===== src/rtl/core/obdpd_pkg.sv =====
`default_nettype none
// ---------------------------------------------------------------------------
// obdpd_pkg
// Shared types and constants for the mode 01 PID reply decoder.
// ---------------------------------------------------------------------------
package obdpd_pkg;

    localparam int unsigned MaxDigits   = 8;
    localparam int unsigned MinDigits   = 6;
    localparam int unsigned StoreWidth  = 4 * MaxDigits;
    localparam int unsigned CountWidth  = 4;
    localparam int unsigned ValueWidth  = 17;
    localparam int unsigned TdataWidth  = 32;

    typedef enum logic [1:0] {
        STATUS_OK          = 2'd0,
        STATUS_INVALID     = 2'd1,
        STATUS_UNSUPPORTED = 2'd2
    } status_t;

    localparam logic [7:0] PidRpm      = 8'h0C;
    localparam logic [7:0] PidSpeed    = 8'h0D;
    localparam logic [7:0] PidCoolant  = 8'h05;
    localparam logic [7:0] PidThrottle = 8'h11;
    localparam logic [7:0] PidMaf      = 8'h10;
    localparam logic [7:0] PidLoad     = 8'h43;

    localparam logic [3:0] ModeHigh    = 4'h4;
    localparam logic [3:0] ModeLow     = 4'h1;

    typedef struct packed {
        logic [StoreWidth-1:0] digits;
        logic [CountWidth-1:0] count;
    } reply_t;

    typedef struct packed {
        status_t                status;
        logic [7:0]             pid;
        logic [ValueWidth-1:0]  value;
    } result_t;

endpackage : obdpd_pkg
`default_nettype wire


===== src/rtl/core/obdpd_decode.sv =====
`default_nettype none
// ---------------------------------------------------------------------------
// obdpd_decode
// Turns the collected hex digits of one reply into status, PID and value.
// ---------------------------------------------------------------------------
module obdpd_decode
(
    input  var obdpd_pkg::reply_t  reply,
    output var obdpd_pkg::result_t result
);
    import obdpd_pkg::*;

    logic [7:0]  pid_byte;
    logic [7:0]  a_byte;
    logic [7:0]  b_byte;
    logic        header_ok;
    logic        full_data;
    logic [14:0] pct_prod;
    logic [15:0] pct_sum;
    logic [7:0]  pct_quot;

    assign pid_byte  = reply.digits[23:16];
    assign a_byte    = reply.digits[15:8];
    assign b_byte    = reply.digits[7:0];
    assign header_ok = (reply.count >= CountWidth'(MinDigits))
                       && (reply.digits[31:28] == ModeHigh)
                       && (reply.digits[27:24] == ModeLow);
    assign full_data = (reply.count >= CountWidth'(MaxDigits));

    // floor(x / 255) for x below 65535 is (x + 1 + (x >> 8)) >> 8.
    assign pct_prod = 15'(a_byte) * 15'd100;
    assign pct_sum  = 16'(pct_prod) + 16'd1 + 16'(pct_prod[14:8]);
    assign pct_quot = pct_sum[15:8];

    always_comb
    begin
        result.status = STATUS_OK;
        result.pid    = 8'd0;
        result.value  = '0;
        if (!header_ok)
        begin
            result.status = STATUS_INVALID;
        end
        else
        begin
            result.pid = pid_byte;
            unique case (pid_byte)
                PidRpm:
                begin
                    if (full_data)
                        result.value = ValueWidth'({a_byte, b_byte[7:2]});
                    else
                        result.status = STATUS_UNSUPPORTED;
                end
                PidSpeed:
                    result.value = ValueWidth'(a_byte);
                PidCoolant:
                    result.value = ValueWidth'(a_byte) - ValueWidth'(40);
                PidThrottle, PidLoad:
                    result.value = ValueWidth'(pct_quot);
                PidMaf:
                begin
                    if (full_data)
                        result.value = ValueWidth'({a_byte, b_byte});
                    else
                        result.status = STATUS_UNSUPPORTED;
                end
                default:
                    result.status = STATUS_UNSUPPORTED;
            endcase
        end
    end

endmodule : obdpd_decode
`default_nettype wire


===== src/rtl/core/obd_pid_response_decoder.sv =====
`default_nettype none
// ---------------------------------------------------------------------------
// obd_pid_response_decoder
// Collects the hex digits of a mode 01 reply and decodes the PID value.
// ---------------------------------------------------------------------------
// One character word is taken per clock cycle while s_tready is high. Hex digits
// are collected (the first eight are kept), other characters are dropped, and a
// zero byte ends the reply until the word with tlast. That word produces one
// result word, which is registered in the cycle after; the state update and
// decode sit between the digit registers and the output register, so throughput
// is one word per cycle whenever the output side takes results.
// ---------------------------------------------------------------------------
module obd_pid_response_decoder
(
    input  var logic                               clk,
    input  var logic                               rst_n,
    input  var logic                               s_tvalid,
    output var logic                               s_tready,
    input  var logic [7:0]                         s_tdata,  // [7:0] char_in
    input  var logic                               s_tlast,  // last_char
    output var logic                               m_tvalid,
    input  var logic                               m_tready,
    // [1:0] status, [9:2] pid, [26:10] value, [31:27] zero
    output var logic [obdpd_pkg::TdataWidth-1:0]   m_tdata
);
    import obdpd_pkg::*;

    logic [StoreWidth-1:0] digits_reg, digits_next;
    logic [CountWidth-1:0] count_reg, count_next;
    logic                  term_reg, term_next;
    logic                  valid_reg, valid_next;
    result_t               result_reg, result_next;

    logic                  accept;
    logic                  is_hex;
    logic [3:0]            nibble;
    logic                  term_upd;
    reply_t                reply;
    result_t               decoded;

    assign s_tready = !valid_reg || m_tready;
    assign accept   = s_tvalid && s_tready;

    always_comb
    begin
        is_hex = 1'b1;
        nibble = 4'd0;
        if (s_tdata >= "0" && s_tdata <= "9")
            nibble = 4'(s_tdata - "0");
        else if (s_tdata >= "A" && s_tdata <= "F")
            nibble = 4'(s_tdata - "A" + 8'd10);
        else if (s_tdata >= "a" && s_tdata <= "f")
            nibble = 4'(s_tdata - "a" + 8'd10);
        else
            is_hex = 1'b0;
    end

    // Digits after the word that fills the store, or after a zero byte, are lost.
    always_comb
    begin
        reply.digits = digits_reg;
        reply.count  = count_reg;
        term_upd     = term_reg;
        if (!term_reg)
        begin
            if (s_tdata == 8'd0)
            begin
                term_upd = 1'b1;
            end
            else if (is_hex && count_reg < CountWidth'(MaxDigits))
            begin
                reply.digits[StoreWidth-1 - 4*count_reg[2:0] -: 4] = nibble;
                reply.count = count_reg + CountWidth'(1);
            end
        end
    end

    obdpd_decode u_decode
    (
        .reply  (reply),
        .result (decoded)
    );

    always_comb
    begin
        digits_next = digits_reg;
        count_next  = count_reg;
        term_next   = term_reg;
        valid_next  = valid_reg && !m_tready;
        result_next = result_reg;
        if (accept)
        begin
            if (s_tlast)
            begin
                digits_next = '0;
                count_next  = '0;
                term_next   = 1'b0;
                valid_next  = 1'b1;
                result_next = decoded;
            end
            else
            begin
                digits_next = reply.digits;
                count_next  = reply.count;
                term_next   = term_upd;
            end
        end
    end

    always_ff @(posedge clk or negedge rst_n)
    begin
        if (!rst_n)
        begin
            digits_reg <= '0;
            count_reg  <= '0;
            term_reg   <= 1'b0;
            valid_reg  <= 1'b0;
        end
        else
        begin
            digits_reg <= digits_next;
            count_reg  <= count_next;
            term_reg   <= term_next;
            valid_reg  <= valid_next;
        end
    end

    always_ff @(posedge clk)
    begin
        result_reg <= result_next;
    end

    assign m_tvalid = valid_reg;
    assign m_tdata  = {5'd0, result_reg.value, result_reg.pid, result_reg.status};

endmodule : obd_pid_response_decoder
`default_nettype wire

===== config.mk =====
export PLATFORM = sky130hd
export DESIGN_NAME = obd_pid_response_decoder
export DESIGN_NICKNAME = d
export VERILOG_FILES = /design/src/rtl/core/obdpd_pkg.sv /design/src/rtl/core/obdpd_decode.sv /design/src/rtl/core/obd_pid_response_decoder.sv
export SDC_FILE = /design/constraint.sdc
export NUM_CORES = 1
export LEC_CHECK = 0
export BUFFER_PORTS_ARGS = -buffer_cell sky130_fd_sc_hd__buf_2
export CAP_MARGIN = 5
export CORE_ASPECT_RATIO = 0.75
export CORE_MARGIN = 3
export CORE_UTILIZATION = 25
export CTS_CLUSTER_DIAMETER = 120
export CTS_CLUSTER_SIZE = 14
export DETAILED_ROUTE_END_ITERATION = 7
export SLEW_MARGIN = 20
export SYNTH_ARGS = -nofsm -noshare
export SYNTH_HDL_FRONTEND = slang
export SYNTH_SLANG_ARGS = --single-unit
export TNS_END_PERCENT = 1

===== constraint.sdc =====
create_clock -name clk -period 18.6 [get_ports clk]
set_clock_uncertainty 0.2 [all_clocks]
set_input_delay 3.72 -clock clk [delete_from_list [all_inputs] [get_ports clk]]
set_output_delay 3.72 -clock clk [all_outputs]
set_load 0.02 [all_outputs]

==> results of run 1 <==
-- kinds of logic after synthesis --
family          count (synthesis)  share of synthesized area
fa+ha+maj                      49                      0.120
simple gates                  184                      0.204
flops                          65                      0.333
other cells                     1                   0.000708
compound gates                159                      0.237
mux                            13                     0.0350
xor+xnor                       15                     0.0248
buf+inv                        49                     0.0458
-- where the power goes --
part | internal [mW] | total, mW | switching [mW]
Clock | 0.108 | 0.176 | 0.0686
Sequential | 0.158 | 0.163 | 0.00549
Combinational | 0.0124 | 0.0400 | 0.0277
-- metrics by stage --
step / util / total power, mW / std cells / worst slack, ns / hold slack (ns)
6_report: 0.297 / 0.380 / 863 / 7.79 / 0.277
3_5_place_dp: 0.282 / 0.205 / 847 / 7.61 / 0.273
2_1_floorplan: - / 0.191 / 539 / 8.63 / 0.242
5_1_grt: 0.297 / 0.393 / 863 / 7.23 / 0.303
3_3_place_gp: 0.282 / 0.205 / 847 / 7.84 / 0.263
4_1_cts: 0.297 / 0.382 / 863 / 7.91 / 0.286
-- worst paths after layout --
path                                               to                        from  slack [ns]  cells past startpoint
setup reg to reg            m_tdata[10]$_SDFFCE_PN0P_    count_reg[2]$_DFFE_PN0P_       11.00                     22
setup / recovery            m_tdata[10]$_SDFFCE_PN0P_                  s_tdata[0]        7.79                     25
hold / removal             digits_reg[14]$_DFFE_PN0P_  digits_reg[14]$_DFFE_PN0P_        0.28                      2
min in group asynchronous          m_tvalid$_DFF_PN0_                       rst_n        3.34                      1
max in group asynchronous   digits_reg[5]$_DFFE_PN0P_                       rst_n       14.23                      1
hold reg to reg            digits_reg[14]$_DFFE_PN0P_  digits_reg[14]$_DFFE_PN0P_        0.28                      2
-- per-layer routing --
metal / track usage / vias to the layer above
li1: - / 2113
met1: 0.197 / 2156
met2: 0.160 / 168
met3: 0.0337 / 19
met4: 0.0344 / 0
met5: 0 / -
-- worst register-to-register path, delay by kind of cell (launching register included) --
family	cells	cell delay, ns
AO/OA/AOI/OAI	8	3.14
adder cells (fa/ha/maj)	5	1.89
AND/OR/NAND/NOR	5	0.94
flip-flops	1	0.46
XOR/XNOR	1	0.43
buffers and inverters	3	0.38
-- final cells by class --
cell class,count,area [µm²],area share
clock buffers,10,239,0.0393
flip-flops and latches,65,1760,0.290
repair buffers,46,243,0.0399
well taps,282,353,0.0580
multi-input cells,425,3310,0.544
inverters,29,109,0.0179
clock inverters,6,66.3,0.0109
-- synthesized netlist by cell type (4+ instances only) --
cell type  number  area (µm²)
nand2_1        66         248
ha_1           46         576
dfrtp_1        38         951
inv_1          28         105
edfxtp_1       27         811
nor2_1         25        93.8
o21ai_0        25         125
a21oi_1        24         120
nand3_1        19        95.1
nor3_1         12        60.1
a22o_1         11        96.3
xnor2_1        11        96.3
a221oi_1       10        87.6
a22oi_1        10        75.1
o211ai_1       10        75.1
nor3_2          8        80.1
and2_1          7        43.8
mux2_2          7        78.8
o31ai_1         7        52.6
clkbuf_1        6        22.5
buf_4           5        37.5
buf_6           5        56.3
nor3b_1         5        37.5
nor4_1          5        31.3
o31a_1          5        43.8
a211oi_1        4        30.0
a31oi_1         4        25.0
xor2_1          4        35.0
==> metrics.yaml, run 1 <==
clock_sinks: 65
ys_warn_count: 0
wl_met1_mm: 7.51
grt_use_total: 0.124
cp.buffers_inverters: 4
wl_met2_mm: 5.58
wl_per_cell_um: 16.8
irDropWorstVdd_uv: 47.6
post_cts_buffers: 0
final_common_cell: "nand2_1"
fp.dieArea_um2: 23000
syn_inst: 535
layout_common_cells: "nand2_1 (66), ha_1 (46), buf_2 (41), dfrtp_1 (38), inv_1 (28)"
fin_crit_sh: 0.581
setup_viol: 0
vias: 4456
tns_ns: 0
wl_mm: 14.5
fin_nets: 638
insertion_delay_ns: 0.34
slew_viol_final: 0
fmax_mhz: 92.5
outcome: "completed"
clockBufferDepth: 2
cap_violations: 0
hold_buffers: 0
num_rows: 45
rsz0062_at_grt: "false"
cts_max_level: 3
worstPathArrival_ns: 10.76
dp_hpwl_mm: 10.9
die_x_um: 174
ys_types: 93
grt_max_degree: 39
gp_congestion: 0.901
antenna_found_initial: 0
area_growth_syn_to_layout_pct: 14.8
drt-pass1-iter-count: 7
crit_required_ns: 18.55
io_pins: 47
nFillCells: 2154
drtIter0Drc: 544
path_class: "in -> reg"
initial_core_util: 0.258
antenna_left: 0
power_density_nw_per_um2: 62.5
cts_made_buffers: 9
viasPerCell: 5.16
largest_reg_flops: 32
hold_violations: 0
relSlewSlack: 0.292
synth_top_flop_cell: "dfrtp_1"
diodes: 0
cts-root-buf: "clkbuf_16"
grt_pass1_wl_mm: 23.0
ctsResizeCount: 0
slowest_stage: "o31ai_1"
syn-cell-area_um2: 5300
clk_pin_slew_ns: 0.06
drive_gt1_frac: 0.205
ys_seq_area_frac: 0.333
path_max_fanout: 8
tightest_slew_ns: 1.06
async_flop_share: 0.585
max_stage_delay_ns: 0.94
period_needed_ns: 10.81
crit_family: "compound AO/OA/AOI/OAI gates"
drc: 0
start_kind: "primary input"
leakage_nw: 2.34
cts_tree: "yes"
dr.max_layer_used: "met4"
design_area_um2: 6080
numPortBuffers: 41
synth_edf_count: 27
placed_cell_area_um2: 5770
cp_common_cell: "ha_1"
dr_wl_met3_mm: 1.16
synth.avg_cell_area_um2: 9.90
min_path_type: "reg -> reg"
grt_pass1_vias: 4058
fp.dieH_um: 132
overflow: 0
ys_seq_elements: 65
coreArea_um2: 20500
end_kind: "flip-flop"
Power figures use the tool's default switching activity.
==> inputs of run 2 (changes only) <==
--- a/config.mk
+++ b/config.mk
@@ -5,6 +5,7 @@
 export SDC_FILE = /design/constraint.sdc
 export NUM_CORES = 1
 export LEC_CHECK = 0
+export ABC_AREA = 1
 export BUFFER_PORTS_ARGS = -buffer_cell sky130_fd_sc_hd__buf_2
 export CAP_MARGIN = 5
 export CORE_ASPECT_RATIO = 0.75
==> constraint.sdc (replaced) <==
create_clock -name clk -period 11 [get_ports clk]
set_clock_uncertainty 0.2 [all_clocks]
set_input_delay 2.2 -clock clk [delete_from_list [all_inputs] [get_ports clk]]
set_output_delay 2.2 -clock clk [all_outputs]
set_load 0.02 [all_outputs]
==> metrics.yaml, run 2 <==
layout_common_cells: "nand2_1 (206), nor2_1 (103), inv_1 (101), nand3_1 (74), ha_1 (46)"  # was nand2_1 (66), ha_1 (46), buf_2 (41), dfrtp_1 (38), inv_1 (28)
min_from: "digits_reg[30]$_DFFE_PN0P_"  # was digits_reg[14]$_DFFE_PN0P_
hold_violations: 0  # unchanged
worstPathArrival_ns: 7.81  # was 10.76 ns
power_density_nw_per_um2: 93.4  # was 62.5 nW/µm²
diodes: 0  # unchanged
coreArea_um2: 22300  # was 20,500 µm²
synth.avg_cell_area_um2: 7.11  # was 9.90 µm²
path_class: "in -> reg"  # unchanged
fp.dieArea_um2: 24900  # was 23,000 µm²
viasPerCell: 4.64  # was 5.16
nFillCells: 2449  # was 2,154
worstReg2RegEnd: "m_tdata[13]$_SDFFCE_PN0P_"  # was m_tdata[10]$_SDFFCE_PN0P_
tns_ns: 0  # unchanged
r2r_cells: 29  # was 22
antenna_found_initial: 0  # unchanged
ys_top_cells_by_area: "dfrtp_1 (16%), edfxtp_1 (14%), nand2_1 (13%)"  # was dfrtp_1 (18%), edfxtp_1 (15%), ha_1 (11%)
tightest_slew_ns: 0.996  # was 1.06 ns
clk_pin_slew_ns: 0.06  # about the same
vias: 5328  # was 4,456
min_path_type: "reg -> reg"  # unchanged
die_x_um: 181  # was 174 µm
insertion_delay_ns: 0.35  # was 0.34 ns
initial_core_util: 0.258  # about the same
async_flop_share: 0.585  # unchanged
final_common_cell: "nand2_1"  # unchanged
start_kind: "primary input"  # unchanged
hold_buffers: 0  # unchanged
cts_tree: "yes"  # unchanged
drc: 0  # unchanged
min_to: "digits_reg[30]$_DFFE_PN0P_"  # was digits_reg[14]$_DFFE_PN0P_
holdPathStages: 2  # unchanged
cts_max_level: 3  # unchanged
leakage_nw: 3.06  # was 2.34 nW
clockBufferDepth: 2  # unchanged
dp_hpwl_mm: 12.3  # was 10.9 mm
area_growth_syn_to_layout_pct: 13.7  # was 14.8%
crit_required_ns: 10.90  # was 18.55 ns
largest_reg_flops: 32  # unchanged
outcome: "completed"  # unchanged
overflow: 0  # unchanged
relSlewSlack: 0.335  # was 0.292
clock_sinks: 65  # unchanged
cts-root-buf: "clkbuf_16"  # unchanged
yosysMostFrequentCell: "nand2_1"  # unchanged
cp.buffers_inverters: 8  # was 4
antenna_left: 0  # unchanged
fmax_mhz: 126
ctsResizeCount: 0  # unchanged
irDropWorstVdd_uv: 68.3  # was 47.6 µV
io_pins: 47  # unchanged
wl_per_cell_um: 13.8  # was 16.8 µm
max_stage_delay_ns: 0.53  # was 0.94 ns
grt_max_degree: 39  # unchanged
fin_nets: 912  # was 638
ys_warn_count: 0  # unchanged
yosysTopAreaCellShare: 0.165  # was 0.180
grt_pass1_vias: 5071  # was 4,058
synthTopCellsByCount: "nand2_1 (206), nor2_1 (104), inv_1 (101), nand3_1 (74), ha_1 (46)"  # was nand2_1 (66), ha_1 (46), dfrtp_1 (38), inv_1 (28), edfxtp_1 (27)
drt-pass1-iter-count: 5  # was 7
syn_inst: 811  # was 535
cap_violations: 0  # unchanged
numPortBuffers: 41  # unchanged
r2r-start: "count_reg[1]$_DFFE_PN0P_"  # was count_reg[2]$_DFFE_PN0P_
ys_seq_elements: 65  # unchanged
cts_made_buffers: 9  # unchanged
synth_edf_count: 27  # unchanged
setup_viol: 0  # unchanged
grt_use_total: 0.132  # was 0.124
fin_crit_sh: 0.719
ys_types: 48  # was 93
syn-cell-area_um2: 5770  # was 5300 µm²
rrSetupSlack_ns: 4.65  # was 11.00 ns
fp.dieH_um: 138  # was 132 µm
wl_mm: 15.9  # was 14.5 mm
end_kind: "flip-flop"  # unchanged
grt_pass1_wl_mm: 26.7  # was 23.0 mm
yosysTopAreaCell: "dfrtp_1"  # unchanged
num_rows: 47  # was 45
slowest_stage: "fa_1"  # was o31ai_1
rsz0062_at_grt: "false"  # unchanged
drive_gt1_frac: 0.153  # was 0.205
gp_congestion: 0.919  # was 0.901
crit_family: "simple AND/OR/NAND/NOR gates"  # was compound AO/OA/AOI/OAI gates
post_cts_buffers: 0  # unchanged
fin_worst_hold_slack_ns: 0.282  # was 0.277 ns
path_max_fanout: 13  # was 8
period_needed_ns: 7.91
drtIter0Drc: 501  # was 544
slew_viol_final: 0  # unchanged
synth_top_flop_cell: "dfrtp_1"  # unchanged
ys_seq_area_frac: 0.306  # was 0.333
-- run 2: layer usage --
metal  wire length (µm)  part of all wire  global-route usage  up-vias
met5                  0                 0                   0        -
met4                204             0.013              0.0338        0
met3               1080             0.068              0.0306       14
met2               6570              0.41               0.196      161
met1               8010              0.50               0.194     2428
li1                   -                 -                   -     2725
-- run 2: metrics by stage --
step	instances	util	setup WS [ns]	area (µm²)	power, mW
6_report	1149	0.293	3.09	6560	0.612
5_1_grt	1149	0.293	2.49	6560	0.638
4_1_cts	1149	0.293	3.11	6560	0.620
3_5_place_dp	1133	0.280	2.75	6260	0.320
3_3_place_gp	1133	0.280	2.80	6260	0.319
2_1_floorplan	815	-	3.60	5780	0.303
-- run 2: worst max path at each step --
stage,depth (start not counted),slack [ns],start,to
4_1_cts,35,3.11,s_tdata[0],m_tdata[13]$_SDFFCE_PN0P_
2_1_floorplan,34,3.60,s_tdata[1],m_tdata[11]$_SDFFCE_PN0P_
5_1_grt,35,2.49,s_tdata[0],m_tdata[13]$_SDFFCE_PN0P_
3_3_place_gp,34,2.80,s_tdata[0],m_tdata[11]$_SDFFCE_PN0P_
3_5_place_dp,35,2.75,s_tdata[0],m_tdata[13]$_SDFFCE_PN0P_
6_report,35,3.09,s_tdata[0],m_tdata[13]$_SDFFCE_PN0P_
-- run 2: final cells by class --
class                      instances  area (µm²)  share of cell area
multi-input combinational        619        3480               0.531
sequential                        65        1760               0.269
inverter                         111         417              0.0635
tap                              294         368              0.0561
timing repair buffer              44         228              0.0347
clock buffer                       9         225              0.0343
clock inverter                     7        75.1              0.0114
-- run 2: cell families after synthesis --
group                    share of synthesized area
XOR/XNOR                                   0.00760
flip-flops                                   0.306
buffers and inverters                       0.0933
multiplexers                               0.00174
other                                     0.000650
adder cells (fa/ha/maj)                      0.110
AO/OA/AOI/OAI                               0.0859
AND/OR/NAND/NOR                              0.395
-- run 2: power by group --
| group | leakage, nW | switching, mW | total (mW) | internal [mW] |
|---|---|---|---|---|
| registers | 0.784 | 0.00385 | 0.262 | 0.258 |
| clock network | 0.151 | 0.120 | 0.297 | 0.177 |
| logic | 2.12 | 0.0396 | 0.0529 | 0.0133 |
-- run 2: worst reg2reg max path, delay by kind of cell, from the launching register on --
kind                       cells  cell delay (ns)
and+or+nand+nor               16             1.65
AOI/OAI and AO/OA              3             1.13
buffers and inverters          4             0.64
adders and majority gates      6             1.95
DFF                            1             0.53
